[config.mk]
export PLATFORM = sky130hd
export DESIGN_NAME = percent_escape_decoder_core
export DESIGN_NICKNAME = d
export VERILOG_FILES = /design/src/rtl/pedc_pkg.sv /design/src/rtl/pedc_front.sv /design/src/rtl/pedc_fifo.sv /design/src/rtl/pedc_back.sv /design/src/rtl/percent_escape_decoder_core.sv
export VERILOG_INCLUDE_DIRS = /design/src /design/src/rtl
export SDC_FILE = /design/constraint.sdc
export NUM_CORES = 1
export LEC_CHECK = 0
export BUFFER_PORTS_ARGS = -buffer_cell sky130_fd_sc_hd__buf_4
export CORE_UTILIZATION = 65
export DETAILED_ROUTE_END_ITERATION = 16
export MAX_ROUTING_LAYER = met4
export PLACE_DENSITY = 0.83
export REMOVE_ABC_BUFFERS = 1
export SLEW_MARGIN = 10
export SYNTH_ARGS = -nofsm -noshare
export SYNTH_HDL_FRONTEND = slang
export SYNTH_HIERARCHICAL = 1
export SYNTH_SLANG_ARGS = --single-unit
[constraint.sdc]
create_clock -name clk_i -period 6.5 [get_ports clk_i]
set_clock_uncertainty 0.2 [all_clocks]
set_input_delay 1.3 -clock clk_i [delete_from_list [all_inputs] [get_ports clk_i]]
set_output_delay 1.3 -clock clk_i [all_outputs]
set_load 0.01 [all_outputs]
[src/rtl/assert_macros.svh]
// Assertion macros shared by the decoder modules.
`ifndef ASSERT_MACROS_SVH
`define ASSERT_MACROS_SVH

// Checks a property at every rising clock edge outside reset.
`define PEDC_ASSERT(label, clk, rst_n, prop) \
  label: assert property (@(posedge clk) disable iff (!rst_n) (prop)) \
    else $error("pedc assertion failed");

// Checks that a condition implies a consequence at the next clock edge.
`define PEDC_ASSERT_NEXT(label, clk, rst_n, cond, cons) \
  label: assert property (@(posedge clk) disable iff (!rst_n) (cond) |=> (cons)) \
    else $error("pedc assertion failed");

`endif

[src/rtl/pedc_pkg.sv]
// Types, character constants and helpers of the percent escape decoder.
package pedc_pkg;

  typedef logic [7:0] byte_t;
  typedef logic [1:0] cnt_t;
  typedef logic [3:0] nib_t;

  localparam byte_t PctChar    = 8'h25;
  localparam byte_t Char0      = 8'h30;
  localparam byte_t Char9      = 8'h39;
  localparam byte_t CharLowA   = 8'h61;
  localparam byte_t CharLowF   = 8'h66;
  localparam byte_t CharUpA    = 8'h41;
  localparam byte_t CharUpF    = 8'h46;
  localparam byte_t HexTen     = 8'h0a;

  typedef enum logic [1:0] {
    PhIdle  = 2'd0,
    PhPct   = 2'd1,
    PhDigit = 2'd2
  } phase_e;

  // One decoded run: up to three bytes, emitted in order b0, b1, b2.
  typedef struct packed {
    byte_t b0;
    byte_t b1;
    byte_t b2;
    cnt_t  cnt;
  } run_t;

  typedef struct packed {
    logic valid;
    nib_t nib;
  } hex_t;

  function automatic hex_t hex_decode(input byte_t ch);
    hex_t  res;
    byte_t d;
    res = '0;
    d   = '0;
    if (ch >= Char0 && ch <= Char9) begin
      d = ch - Char0;
      res.valid = 1'b1;
    end else if (ch >= CharLowA && ch <= CharLowF) begin
      d = ch - CharLowA + HexTen;
      res.valid = 1'b1;
    end else if (ch >= CharUpA && ch <= CharUpF) begin
      d = ch - CharUpA + HexTen;
      res.valid = 1'b1;
    end
    res.nib = d[3:0];
    return res;
  endfunction

endpackage

[src/rtl/pedc_front.sv]
// Front end: accepts text bytes, tracks the escape state and builds output runs.
`include "assert_macros.svh"
module pedc_front import pedc_pkg::*; (
  input  logic  clk_i,
  input  logic  rst_ni,
  input  logic  push_i,
  input  byte_t text_byte_i,
  input  logic  end_of_message_i,
  input  logic  full_i,
  output logic  run_push_o,
  output run_t  run_o
);

  phase_e phase_q, phase_d;
  byte_t  hd_q, hd_d;
  logic   accept;
  hex_t   cur_hex;
  hex_t   hd_hex;
  run_t   run;

  assign accept  = push_i && !full_i;
  assign cur_hex = hex_decode(text_byte_i);
  assign hd_hex  = hex_decode(hd_q);

  always_ff @(posedge clk_i or negedge rst_ni) begin
    if (!rst_ni) begin
      phase_q <= PhIdle;
      hd_q    <= '0;
    end else if (accept) begin
      phase_q <= phase_d;
      hd_q    <= hd_d;
    end
  end

  always_comb begin
    phase_d = PhIdle;
    hd_d    = hd_q;
    run     = '0;
    unique case (phase_q)
      PhPct: begin
        if (cur_hex.valid) begin
          hd_d    = text_byte_i;
          phase_d = PhDigit;
        end else if (text_byte_i == PctChar) begin
          run.b0  = PctChar;
          run.cnt = 2'd1;
        end else begin
          run.b0  = PctChar;
          run.b1  = text_byte_i;
          run.cnt = 2'd2;
        end
      end
      PhDigit: begin
        if (cur_hex.valid) begin
          run.b0  = {hd_hex.nib, cur_hex.nib};
          run.cnt = 2'd1;
        end else begin
          run.b0  = PctChar;
          run.b1  = hd_q;
          run.b2  = text_byte_i;
          run.cnt = 2'd3;
        end
      end
      default: begin
        if (text_byte_i == PctChar) begin
          phase_d = PhPct;
        end else begin
          run.b0  = text_byte_i;
          run.cnt = 2'd1;
        end
      end
    endcase
    if (end_of_message_i) begin
      phase_d = PhIdle;
    end
    if (phase_d == PhIdle) begin
      hd_d = '0;
    end
  end

  assign run_push_o = accept && (run.cnt != 2'd0);
  assign run_o      = run;

  `PEDC_ASSERT_NEXT(a_eom_idle, clk_i, rst_ni, accept && end_of_message_i, phase_q == PhIdle)
  `PEDC_ASSERT(a_no_push_full, clk_i, rst_ni, !(run_push_o && full_i))

endmodule

[src/rtl/pedc_fifo.sv]
// Short run queue between the front end and the back end.
`include "assert_macros.svh"
module pedc_fifo import pedc_pkg::*; #(
  parameter int Depth = 4
) (
  input  logic clk_i,
  input  logic rst_ni,
  input  logic wr_i,
  input  run_t wdata_i,
  input  logic rd_i,
  output run_t rdata_o,
  output logic full_o,
  output logic empty_o
);

  localparam int AW = (Depth > 1) ? $clog2(Depth) : 1;
  localparam int CW = $clog2(Depth + 1);

  run_t          mem_q [Depth];
  logic [AW-1:0] wptr_q, rptr_q;
  logic [CW-1:0] cnt_q;
  logic          do_wr, do_rd;

  assign full_o  = (cnt_q == CW'(Depth));
  assign empty_o = (cnt_q == '0);
  assign do_wr   = wr_i && !full_o;
  assign do_rd   = rd_i && !empty_o;
  assign rdata_o = mem_q[rptr_q];

  always_ff @(posedge clk_i) begin
    if (do_wr) begin
      mem_q[wptr_q] <= wdata_i;
    end
  end

  always_ff @(posedge clk_i or negedge rst_ni) begin
    if (!rst_ni) begin
      wptr_q <= '0;
      rptr_q <= '0;
      cnt_q  <= '0;
    end else begin
      if (do_wr) begin
        wptr_q <= (wptr_q == AW'(Depth - 1)) ? '0 : wptr_q + 1'b1;
      end
      if (do_rd) begin
        rptr_q <= (rptr_q == AW'(Depth - 1)) ? '0 : rptr_q + 1'b1;
      end
      if (do_wr && !do_rd) begin
        cnt_q <= cnt_q + 1'b1;
      end else if (do_rd && !do_wr) begin
        cnt_q <= cnt_q - 1'b1;
      end
    end
  end

  `PEDC_ASSERT(a_cnt_bound, clk_i, rst_ni, cnt_q <= CW'(Depth))

endmodule

[src/rtl/pedc_back.sv]
// Back end: walks through each queued run and emits its bytes one at a time.
`include "assert_macros.svh"
module pedc_back import pedc_pkg::*; (
  input  logic  clk_i,
  input  logic  rst_ni,
  input  logic  run_valid_i,
  input  run_t  run_i,
  output logic  run_pop_o,
  input  logic  pop_i,
  output logic  empty_o,
  output byte_t decoded_byte_o,
  output logic  last_of_run_o
);

  cnt_t idx_q;
  logic last;

  assign empty_o = !run_valid_i;
  assign last    = (idx_q == run_i.cnt - 2'd1);

  always_comb begin
    case (idx_q)
      2'd0:    decoded_byte_o = run_i.b0;
      2'd1:    decoded_byte_o = run_i.b1;
      default: decoded_byte_o = run_i.b2;
    endcase
  end

  assign last_of_run_o = last;
  assign run_pop_o     = pop_i && run_valid_i && last;

  always_ff @(posedge clk_i or negedge rst_ni) begin
    if (!rst_ni) begin
      idx_q <= '0;
    end else if (pop_i && run_valid_i) begin
      idx_q <= last ? '0 : idx_q + 2'd1;
    end
  end

  `PEDC_ASSERT(a_idx_in_run, clk_i, rst_ni, !run_valid_i || (idx_q < run_i.cnt))

endmodule

[src/rtl/percent_escape_decoder_core.sv]
// Top level of the percent escape decoder.
// Usage: text bytes enter through a queue-style port; an item is taken at a
// rising edge with push high and full low. Each item carries one text byte
// and an end-of-message flag, and causes zero to three decoded bytes.
// Decoded bytes leave through a queue-style port: while empty is low the
// oldest byte is on decoded_byte_o, and last_of_run_o marks the final byte
// caused by one input item; it is taken at a rising edge with pop high.
// A run is registered in the run queue when its item is taken; runs leave in order.
// Throughput: one item per cycle on the input side while full is low; the output
// side emits one byte per cycle while pop is high, so an item that yields three
// bytes holds the back end while the run queue absorbs the following items.
// Reset clears the escape state and the run queue; nothing is pending.
// When the receiver stalls, the run queue fills and full rises, after which
// no further item is taken until the receiver pops the final byte of a run.
module percent_escape_decoder_core import pedc_pkg::*; #(
  parameter int RunDepth = 4
) (
  input  logic        clk_i,
  input  logic        rst_ni,
  input  logic        push,
  output logic        full,
  input  logic [7:0]  text_byte_i,
  input  logic        end_of_message_i,
  output logic        empty,
  input  logic        pop,
  output logic [7:0]  decoded_byte_o,
  output logic        last_of_run_o
);

  logic run_push;
  run_t run_w;
  run_t run_r;
  logic run_pop;
  logic q_empty;

  pedc_front u_front (
    .clk_i            (clk_i),
    .rst_ni           (rst_ni),
    .push_i           (push),
    .text_byte_i      (text_byte_i),
    .end_of_message_i (end_of_message_i),
    .full_i           (full),
    .run_push_o       (run_push),
    .run_o            (run_w)
  );

  pedc_fifo #(
    .Depth (RunDepth)
  ) u_fifo (
    .clk_i   (clk_i),
    .rst_ni  (rst_ni),
    .wr_i    (run_push),
    .wdata_i (run_w),
    .rd_i    (run_pop),
    .rdata_o (run_r),
    .full_o  (full),
    .empty_o (q_empty)
  );

  pedc_back u_back (
    .clk_i          (clk_i),
    .rst_ni         (rst_ni),
    .run_valid_i    (!q_empty),
    .run_i          (run_r),
    .run_pop_o      (run_pop),
    .pop_i          (pop),
    .empty_o        (empty),
    .decoded_byte_o (decoded_byte_o),
    .last_of_run_o  (last_of_run_o)
  );

endmodule

==> results of run 1 <==
## registers in the layout (all words and copies together) (netlist names)
register,count
u_fifo/mem_q,104
u_front/hd_q,8
u_fifo/cnt_q,3
u_back/idx_q,2
u_fifo/rptr_q,2
u_fifo/wptr_q,2
u_front/phase_q,2
## path summary, 6_finish.rpt
path | from | end | cells past startpoint
min reg2reg | u_front/phase_q[1]$_DFFE_PN0P_ | u_front/phase_q[1]$_DFFE_PN0P_ | 1
min | u_front/phase_q[1]$_DFFE_PN0P_ | u_front/phase_q[1]$_DFFE_PN0P_ | 1
max in group asynchronous | rst_ni | u_fifo/rptr_q[0]$_DFFE_PN0P_ | 1
max | u_fifo/rptr_q[0]$_DFFE_PN0P_ | last_of_run_o | 5
min in group asynchronous | rst_ni | u_front/hd_q[6]$_DFFE_PN0P_ | 1
max reg2reg | u_fifo/rptr_q[0]$_DFFE_PN0P_ | u_fifo/cnt_q[1]$_DFFE_PN0P_ | 9
## cell families after synthesis
kind of cell | Yosys count | share of synthesized area
AOI/OAI and AO/OA | 62 | 0.0842
xor gates and xnor gates | 4 | 0.00617
adders and majority gates | 17 | 0.0388
buffers and inverters | 31 | 0.0289
DFF | 123 | 0.634
muxes | 31 | 0.115
and+or+nand+nor | 93 | 0.0936
## Yosys cell counts (2+ instances only)
master	instances	area [µm²]
nand2_1	30	113
o21ai_1	2	10.0
a22o_1	7	61.3
o21bai_1	2	15.0
o21ai_0	3	15.0
mux2_4	2	30.0
and3_1	8	50.1
ha_1	16	200
a22oi_1	17	128
o22ai_1	3	18.8
buf_6	2	22.5
nor3b_1	2	15.0
a21o_1	4	30.0
nand2b_1	5	31.3
a211oi_1	4	30.0
nand3_1	5	25.0
edfxtp_1	104	3120
a21boi_0	2	15.0
buf_2	4	20.0
nor4bb_1	2	20.0
nor2_1	17	63.8
and2_1	4	25.0
inv_1	17	63.8
nor3_1	3	15.0
dfrtp_1	19	475
a21oi_1	7	35.0
xor2_1	2	17.5
nor2b_1	2	12.5
clkbuf_1	6	22.5
a31oi_1	2	12.5
mux4_2	25	563
nand4_1	3	18.8
xnor2_1	2	17.5
## power groups by stage
stage | Sequential (mW) | Combinational (mW) | Clock [mW]
after CTS | 1.14 | 0.812 | 0.897
after global routing | 1.15 | 0.873 | 0.926
after floorplan | 1.14 | 0.513 | 0
after global placement | 1.14 | 0.769 | 0
after detailed placement | 1.15 | 0.799 | 0
final | 1.13 | 0.805 | 0.884
## stage by stage
step                cells  utilization
finish                513        0.779
floorplan             347            -
detailed placement    481        0.711
CTS                   513        0.779
global placement      481        0.711
global route          513        0.779
## per-layer routing
| metal | part of all wire | GRT usage | up-vias |
|---|---|---|---|
| met5 | 0 | - | - |
| met4 | 0.026 | 0.134 | 0 |
| met3 | 0.076 | 0.0726 | 25 |
| met2 | 0.49 | 0.453 | 189 |
| met1 | 0.41 | 0.398 | 1750 |
| li1 | - | - | 1489 |
## layout make-up
cell class	count	area (µm²)	share of cell area
clock inverters	14	145	0.0223
inverters	17	63.8	0.00982
flip-flops and latches	123	3600	0.554
multi-input cells	207	1920	0.296
clock buffers	18	418	0.0643
repair buffers	29	218	0.0335
well taps	105	131	0.0202
## worst reg2reg max path, stage by stage (launching register included)
cell and delay (ns):
dfrtp_2 1.01, mux4_2 0.69, xnor2_1 0.19, or3_4 0.35, a21oi_2 0.15, o31ai_2 0.12
ha_1 0.23, inv_1 0.08, fa_1 0.41, mux2_2 0.27
==> impl_metrics.toml, run 1 <==
[synth]
synthDistinctLibCells = 61
yosys_warnings = 6
postSynthRegisterBits = 123
post_synth_edffs = 104
sequential_cell_area_fraction_in_the_yosys_report = 0.634
synthesized_area_divided_by_synthesized_cell_count_um2 = 15.7
synth-main-ff-cell = "edfxtp_1"
postSynthCellCount = 361
async_reset_ff_frac = 0.154
synthesis.area_um2 = 5680

[power]
total_switching_power_mw = 0.869
pwr-share-comb = 0.285
leakagePower_nw = 2.42
vdd_drop_max_v = 0.000350
power.internal_mw = 1.95
clock_power_share = 0.313
power.sequential.fraction = 0.401
power.share.switching = 0.308
cellPowerDensity_nw_per_um2 = 434
total_power_mw = 2.82

[setup_path]
maximum_cell_stage_delay_along_the_critical_path_ns = 1.01
worst-path-max-fanout = 29
critical_path_cell_list = "mux4_2 -> xnor2_1 -> or3_4 -> nand2_1 -> buf_4"
cp_arrival_ns = 2.93
worstPathRequired_ns = 5.00
critical_path.top_delay_family = "flip-flops"
timing.critical_path.from_type = "flop"
ff2ff_setup_slack_ns = 2.68
crit_slowest_cell = "dfrtp_2"
wp_buf_inv = 1
worst_setup_path_end_kind = "primary output"
crit_type = "reg2out"

[final_layout]
flow.area_growth_from_synthesis_pct = 14.4
layout_commonest_cell = "edfxtp_1"
final_cell_mix = "edfxtp_1, nand2_1, buf_4, mux4_2, dfrtp_1"
number_of_fillers_in_the_final_layout = 486
fin_nets = 425
finish.instance_area_um2 = 6490
antenna_cells = 0
drive_gt1_frac = 0.248

[timing]
hold-worst-slack_ns = 0.344
postLayoutSetupSlackWorst_ns = 2.07
post-route-period-util = 0.682
fmax_mhz = 226
relSlewSlack = 0.349
report.final.slew_viol_count = 0
hold_vio_cnt_final = 0
setup_viol = 0
rsz0062_at_grt = "no"
worst_pin_slew_ns = 0.976
tns_ns = 0
timing.final.crit_period_ns = 4.43

[placed_design]
io_buffers = 23
dpl.hpwl_mm = 7.59
place_ws_ns = 2.02
replace_congestion = 0.939
dpl_cell_area_um2 = 5930

[clock_network]
h_tree_level_count = 4
clk_root_buffer_cell = "clkbuf_8"
post_cts.repair.setup_buffers = 0
cts.hold.buffers_added = 0
cts-root-to-sink-buffers = 2
tritoncts = "built"
cts.repair.resized = 0
clock_sinks = 123
clk_pin_slew_worst_paths_ns = 0.06
tritoncts.num_buffers = 17
worst_skew_pair.late_latency_ns = 0.51

[route]
route.detailed.drc = 0
drt_first_pass_iters = 5
drt_iter0_markers = 343
final_antenna_violating_net_count = 0
wirelength_per_cell_um = 23.7
via_count = 3453
via_per_inst = 6.73
detail_route.wirelength_mm = 12.1

[global_route]
grt_max_degree = 30
grt_first_pass_wirelength_mm = 18.6
grt_pass1_vias = 3445
grt_remaining_overflow = 0
gr-usage-all-layers = 0.303
antenna_found_initial = 0

[die]
overall_die_width_um = 95.5
start_util = 0.681
die-area_um2 = 9120
floorplan.rows = 33
io_pins = 24
placeableCoreArea_um2 = 8340
die_height_um = 95.5

[flow_run]
timing.max_cap.violations = 0

[hold_path]
timing.hold.worst.class = "reg2reg"

[status]
status = "finished, final reports clean"
No activity file was read; power rests on OpenSTA's default activity.
==> inputs of run 2 (changes only) <==
--- a/config.mk
+++ b/config.mk
@@ -6,11 +6,12 @@
 export SDC_FILE = /design/constraint.sdc
 export NUM_CORES = 1
 export LEC_CHECK = 0
+export ABC_AREA = 1
 export BUFFER_PORTS_ARGS = -buffer_cell sky130_fd_sc_hd__buf_4
-export CORE_UTILIZATION = 65
+export CORE_UTILIZATION = 56
 export DETAILED_ROUTE_END_ITERATION = 16
 export MAX_ROUTING_LAYER = met4
-export PLACE_DENSITY = 0.83
+export PLACE_DENSITY = 0.76
 export REMOVE_ABC_BUFFERS = 1
 export SLEW_MARGIN = 10
 export SYNTH_ARGS = -nofsm -noshare
==> constraint.sdc (replaced) <==
create_clock -name clk_i -period 4 [get_ports clk_i]
set_clock_uncertainty 0.2 [all_clocks]
set_input_delay 0.8 -clock clk_i [delete_from_list [all_inputs] [get_ports clk_i]]
set_output_delay 0.8 -clock clk_i [all_outputs]
set_load 0.01 [all_outputs]
==> run 2 against run 1 <==
Total power up 81%. Design area grew 10%. Combinational power grew 110%. Setup slack got worse by 1.8 ns. Non-clock buffer count increased by 4. First-iteration DRC count up 14%. Utilization decreased by 12 points. Largest power group unchanged.
==> impl_metrics.toml, run 2 <==
[setup_path]
wp_buf_inv = 2
worstPathRequired_ns = 3.00
worst_setup_path_end_kind = "primary output"
maximum_cell_stage_delay_along_the_critical_path_ns = 1.03
timing.critical_path.from = "u_fifo/rptr_q[0]$_DFFE_PN0P_"
worst_r2r_endpoint = "u_fifo/cnt_q[2]$_DFFE_PN0P_"
critical_path_cell_list = "buf_4 -> nand2_1 -> o211ai_1 -> nand2_1 -> a22oi_1 -> nand2_1 -> buf_4"
ff2ff_setup_slack_ns = 0.80
cp_arrival_ns = 2.72
crit_type = "reg2out"
worst-r2r-cell-count = 17
critical_path.top_delay_family = "flip-flops"
reg2reg_from = "u_front/phase_q[0]$_DFFE_PN0P_"
timing.critical_path.from_type = "flop"
worst-path-max-fanout = 88
crit_slowest_cell = "dfrtp_4"
critical-path-top-cell-by-count = "nand2_1"

[clock_network]
clk_root_buffer_cell = "clkbuf_8"
clk_pin_slew_worst_paths_ns = 0.06
cts-root-to-sink-buffers = 2
worst_skew_pair.late_latency_ns = 0.52
h_tree_level_count = 4
clock_sinks = 123
post_cts.repair.setup_buffers = 0
cts.repair.resized = 0
cts.hold.buffers_added = 1
tritoncts.num_buffers = 17
tritoncts = "built"

[synth]
synthesis.area_um2 = 6280
synth.cells.most_frequent = "nand2_1, edfxtp_1, inv_1, nand3_1, o211ai_1"
netlist.top_cell.by_area = "edfxtp_1"
yosys.cell_count.top_type = "nand2_1"
synthXorXnorAreaFrac = 0.00697
leading_post_synthesis_cells_by_cell_area = "edfxtp_1, nand2_1, dfrtp_1"
synth_adder_area_share = 0.0351
post_synth_edffs = 104
synth_simple_gate_area_share = 0.187
synthDistinctLibCells = 33
yosys_warnings = 6
postSynthRegisterBits = 123
synthDominantCellAreaShare = 0.497
async_reset_ff_frac = 0.154
synth.area.mux_share = 0
synth-compound-area-share = 0.104
synth-main-ff-cell = "edfxtp_1"
sequential_cell_area_fraction_in_the_yosys_report = 0.573
synthesized_area_divided_by_synthesized_cell_count_um2 = 10.2
postSynthCellCount = 617
dominant_combinational_cell_family_by_area_after_synthesis = "simple AND/OR/NAND/NOR gates"

[die]
die_height_um = 108
start_util = 0.577
placeableCoreArea_um2 = 10900
io_pins = 24
overall_die_width_um = 108
floorplan.rows = 38
die-area_um2 = 11600

[route]
via_per_inst = 5.52
detail_route.wirelength_mm = 13.5
top_layer_used = "met4"
route.met3.wl_um = 798
final_antenna_violating_net_count = 0
drt_first_pass_iters = 5
m1WireLength_mm = 5.88
wirelength_per_cell_um = 16.8
drt_iter0_markers = 392
route.detailed.drc = 0
via_count = 4414
dr_wl_met2_mm = 6.45

[timing]
setup_viol = 0
worst_pin_slew_ns = 0.980
hold_vio_cnt_final = 0
rsz0062_at_grt = "no"
timing.final.crit_period_ns = 3.72
report.final.slew_viol_count = 0
fmax_mhz = 269
post-route-period-util = 0.930
hold-worst-slack_ns = 0.309
relSlewSlack = 0.347

[final_layout]
fraction_of_the_core_area_covered_by_cells_at_the_end_of_the_flow = 0.657
final_cell_mix = "nand2_1, edfxtp_1, inv_1, nand3_1"
fin_nets = 677
top_flop_regs = "u_fifo/mem_q x104, u_front/hd_q x8, u_fifo/cnt_q x3"
drive_gt1_frac = 0.185
final-instance-count-excl-fill = 800
layout_commonest_cell = "nand2_1"
top_register_by_number_of_flip_flops = "u_fifo/mem_q"
largest_register_ff_count = 104
antenna_cells = 0
flow.area_growth_from_synthesis_pct = 13.8

[placed_design]
dpl.hpwl_mm = 8.46
dpl.cell_count = 767
io_buffers = 23
replace_congestion = 0.959

[global_route]
grt_pass1_vias = 4316
grt_remaining_overflow = 0
gr-usage-all-layers = 0.260
grt_first_pass_wirelength_mm = 21.5
antenna_found_initial = 0
grt_max_degree = 89

[power]
leakagePower_nw = 3.11
total_power_mw = 5.12
cellPowerDensity_nw_per_um2 = 716
vdd_drop_max_v = 0.000486

[status]
status = "finished, final reports clean"

[hold_path]
hold_path_end = "u_fifo/rptr_q[1]$_DFFE_PN0P_"
hold_start = "u_fifo/rptr_q[1]$_DFFE_PN0P_"
timing.hold.worst.class = "reg2reg"
hold-path-cell-count = 2

[flow_run]
timing.max_cap.violations = 0
run 2: worst max path at each step:
| stage | end | slack, ns | depth (start not counted) |
|---|---|---|---|
| 6_report | decoded_byte_o[1] | 0.28 | 7 |
| 5_1_grt | decoded_byte_o[3] | 0.16 | 7 |
| 4_1_cts | decoded_byte_o[1] | 0.31 | 7 |
| 3_5_place_dp | u_fifo/cnt_q[2]$_DFFE_PN0P_ | 0.38 | 19 |
| 3_3_place_gp | u_fifo/cnt_q[2]$_DFFE_PN0P_ | 0.48 | 19 |
| 2_1_floorplan | u_fifo/cnt_q[1]$_DFFE_PN0P_ | -0.14 | 14 |
run 2: cells by family after synthesis:
kind of cell,after synthesis
flip-flops,123
AND/OR/NAND/NOR,268
XOR/XNOR,5
buffers and inverters,128
AO/OA/AOI/OAI,76
adder cells (fa/ha/maj),17
run 2: stage by stage:
stage                     area [µm²]  setup TNS (ns)  setup WS [ns]
after detailed placement        6530               0          0.381
final                           7150               0          0.282
after global placement          6530               0          0.484
after CTS                       7150               0          0.312
after floorplan                 6100          -0.244         -0.143
after global routing            7150               0          0.160
run 2: cell type report:
| type | instances | area (µm²) |
|---|---|---|
| flip-flops and latches | 123 | 3600 |
| well taps | 140 | 175 |
| multi-input cells | 366 | 2100 |
| clock buffers | 17 | 414 |
| inverters | 106 | 405 |
| repair buffers | 33 | 250 |
| fillers | 856 | 3740 |
| clock inverters | 15 | 198 |
run 2: worst register-to-register path, delay by kind of cell (launching register included):
family                   cells  cell delay, ns
AND/OR/NAND/NOR              9            1.33
adder cells (fa/ha/maj)      3            0.77
flip-flops                   1            0.38
buffers and inverters        5            0.42
run 2: per-layer routing:
layer  vias up  track usage
li1       2128            -
met1      2109        0.326
met2       151        0.412
met3        26       0.0460
met4         0        0.125
met5         -            -
run 2: power breakdown:
part | internal (mW) | switching (mW)
sequential | 1.66 | 0.218
clock | 1.01 | 0.555
combinational | 0.627 | 1.05
total | 3.30 | 1.82
==> inputs of run 3 (changes only) <==
==> constraint.sdc (replaced) <==
create_clock -name clk_i -period 4 [get_ports clk_i]
set_clock_uncertainty 0.2 [all_clocks]
set_input_delay 0 -clock clk_i [delete_from_list [all_inputs] [get_ports clk_i]]
set_output_delay 0 -clock clk_i [all_outputs]
set_load 0.01 [all_outputs]
==> run 3 against run 2 <==
Critical path depth rose by 10. Sequential cell count unchanged. Utilization up 2.8 points. First-iteration DRC count is 23% lower. Register-to-register slack lost 0.04 ns. Non-clock buffer count up 26. Via count up 1.0%. Total power rose by 1.5%.
==> impl_metrics.toml, run 3 (synthesis results as in run 2) <==
[status]
status = "finished, final reports clean"

[global_route]
grt_pass1_vias = 4478
gr-usage-all-layers = 0.264
grt_first_pass_wirelength_mm = 21.8
grt_remaining_overflow = 0
grt_max_degree = 97
antenna_found_initial = 0

[route]
drt_first_pass_iters = 5
via_count = 4459
final_antenna_violating_net_count = 0
wirelength_per_cell_um = 16.3
detail_route.wirelength_mm = 13.5
drt_iter0_markers = 300
via_per_inst = 5.40
route.detailed.drc = 0

[timing]
report.final.slew_viol_count = 0
relSlewSlack = 0.332
fmax_mhz = 308
post-route-period-util = 0.811
setup_viol = 0
hold_vio_cnt_final = 0
worst_pin_slew_ns = 1.00
rsz0062_at_grt = "no"
timing.final.crit_period_ns = 3.24

[setup_path]
cp_arrival_ns = 3.45
worst_setup_path_end_kind = "flop"
timing.critical_path.from_type = "flop"
crit_type = "reg2reg"
worst-path-max-fanout = 13
worstPathRequired_ns = 4.21

[placed_design]
io_buffers = 23
dpl.cell_count = 766
replace_congestion = 0.923
dpl.hpwl_mm = 8.66

[die]
placeableCoreArea_um2 = 10900
overall_die_width_um = 108
io_pins = 24
die_height_um = 108
die-area_um2 = 11600
floorplan.rows = 38
start_util = 0.577

[power]
leakagePower_nw = 3.25
vdd_drop_max_v = 0.000498
cellPowerDensity_nw_per_um2 = 697
total_power_mw = 5.19

[final_layout]
final-instance-count-excl-fill = 826
largest_register_ff_count = 104
flow.area_growth_from_synthesis_pct = 18.6
fraction_of_the_core_area_covered_by_cells_at_the_end_of_the_flow = 0.684
fin_nets = 703
layout.area.seq_um2 = 3600
final_cell_mix = "nand2_1, edfxtp_1, inv_1, nand3_1, o211ai_1"
top_flop_regs = "u_fifo/mem_q x104, u_front/hd_q x8, u_fifo/cnt_q x3"
top_register_by_number_of_flip_flops = "u_fifo/mem_q"
drive_gt1_frac = 0.179
number_of_fillers_in_the_final_layout = 815
layout_commonest_cell = "nand2_1"
antenna_cells = 0
total_area_of_multi_input_combinational_cells_um2 = 2100

[clock_network]
worst_skew_pair.late_latency_ns = 0.51
cts.repair.resized = 0
tritoncts.num_buffers = 17
clk_root_buffer_cell = "clkbuf_8"
clock_sinks = 123
h_tree_level_count = 4
tritoncts = "built"
clk_pin_slew_worst_paths_ns = 0.06
cts-root-to-sink-buffers = 2

[hold_path]
timing.hold.worst.class = "in2reg"

[flow_run]
timing.max_cap.violations = 0
==> run 3: path summary, 6_finish.rpt <==
path	startpoint	end	slack, ns	depth (start not counted)
setup / recovery	u_front/phase_q[0]$_DFFE_PN0P_	u_fifo/cnt_q[2]$_DFFE_PN0P_	0.76	17
hold reg to reg	u_fifo/cnt_q[2]$_DFFE_PN0P_	u_fifo/cnt_q[2]$_DFFE_PN0P_	0.34	2
setup reg to reg	u_front/phase_q[0]$_DFFE_PN0P_	u_fifo/cnt_q[2]$_DFFE_PN0P_	0.76	17
max in group asynchronous	rst_ni	u_fifo/rptr_q[0]$_DFFE_PN0P_	2.49	3
min in group asynchronous	rst_ni	u_fifo/rptr_q[1]$_DFFE_PN0P_	0.48	3
hold / removal	pop	u_back/idx_q[1]$_DFFE_PN0P_	0.22	5
==> run 3: layer usage <==
metal  track usage  routed length [µm]  share of wire
met1         0.311                5590           0.41
met2         0.441                6930           0.51
met3        0.0496                 688          0.051
met4         0.117                 272          0.020
met5             -                   0              0
==> run 3: area by class of cell <==
cell class / count / share of cell area
clock inverters: 15 / 0.0316
clock buffers: 17 / 0.0556
flip-flops and latches: 123 / 0.484
repair buffers: 59 / 0.0689
multi-input cells: 366 / 0.282
inverters: 106 / 0.0544
well taps: 140 / 0.0235
==> run 3: repair_timing <==
item	4_1_cts	5_1_grt
buffers inserted	0	0
hold buffers	28	0
endpoints found under the hold margin	131	0
==> run 3: through the flow <==
step / setup TNS (ns) / hold WS, ns / instance area (µm²) / worst slack (ns)
floorplan: -0.244 / -0.496 / 6100 / -0.143
global placement: 0 / -0.313 / 6520 / 0.894
detailed placement: 0 / -0.309 / 6520 / 0.788
CTS: 0 / 0.177 / 7450 / 0.778
global route: 0 / 0.215 / 7450 / 0.486
finish: 0 / 0.219 / 7450 / 0.756
==> run 3: worst max-delay path, cell delays in order, from the launching register on <==
cell	delay (ns)
dfrtp_1	0.36
inv_1	0.08
ha_1	0.48
nor2_2	0.16
buf_4	0.17
nand3_2	0.17
nand3_1	0.14
nand2_1	0.06
inv_1	0.09
nand2_1	0.20
inv_2	0.09
ha_1	0.18
inv_1	0.07
fa_1	0.38
nand2_1	0.11
nand3_1	0.08
nand2_1	0.06
nand2_1	0.05
==> run 3: power by group <==
| part | switching, mW | total, mW | leakage (nW) | internal (mW) |
|---|---|---|---|---|
| Combinational | 1.14 | 1.78 | 1.69 | 0.633 |
| Clock | 0.567 | 1.65 | 0.310 | 1.09 |
| Sequential | 0.102 | 1.76 | 1.25 | 1.66 |
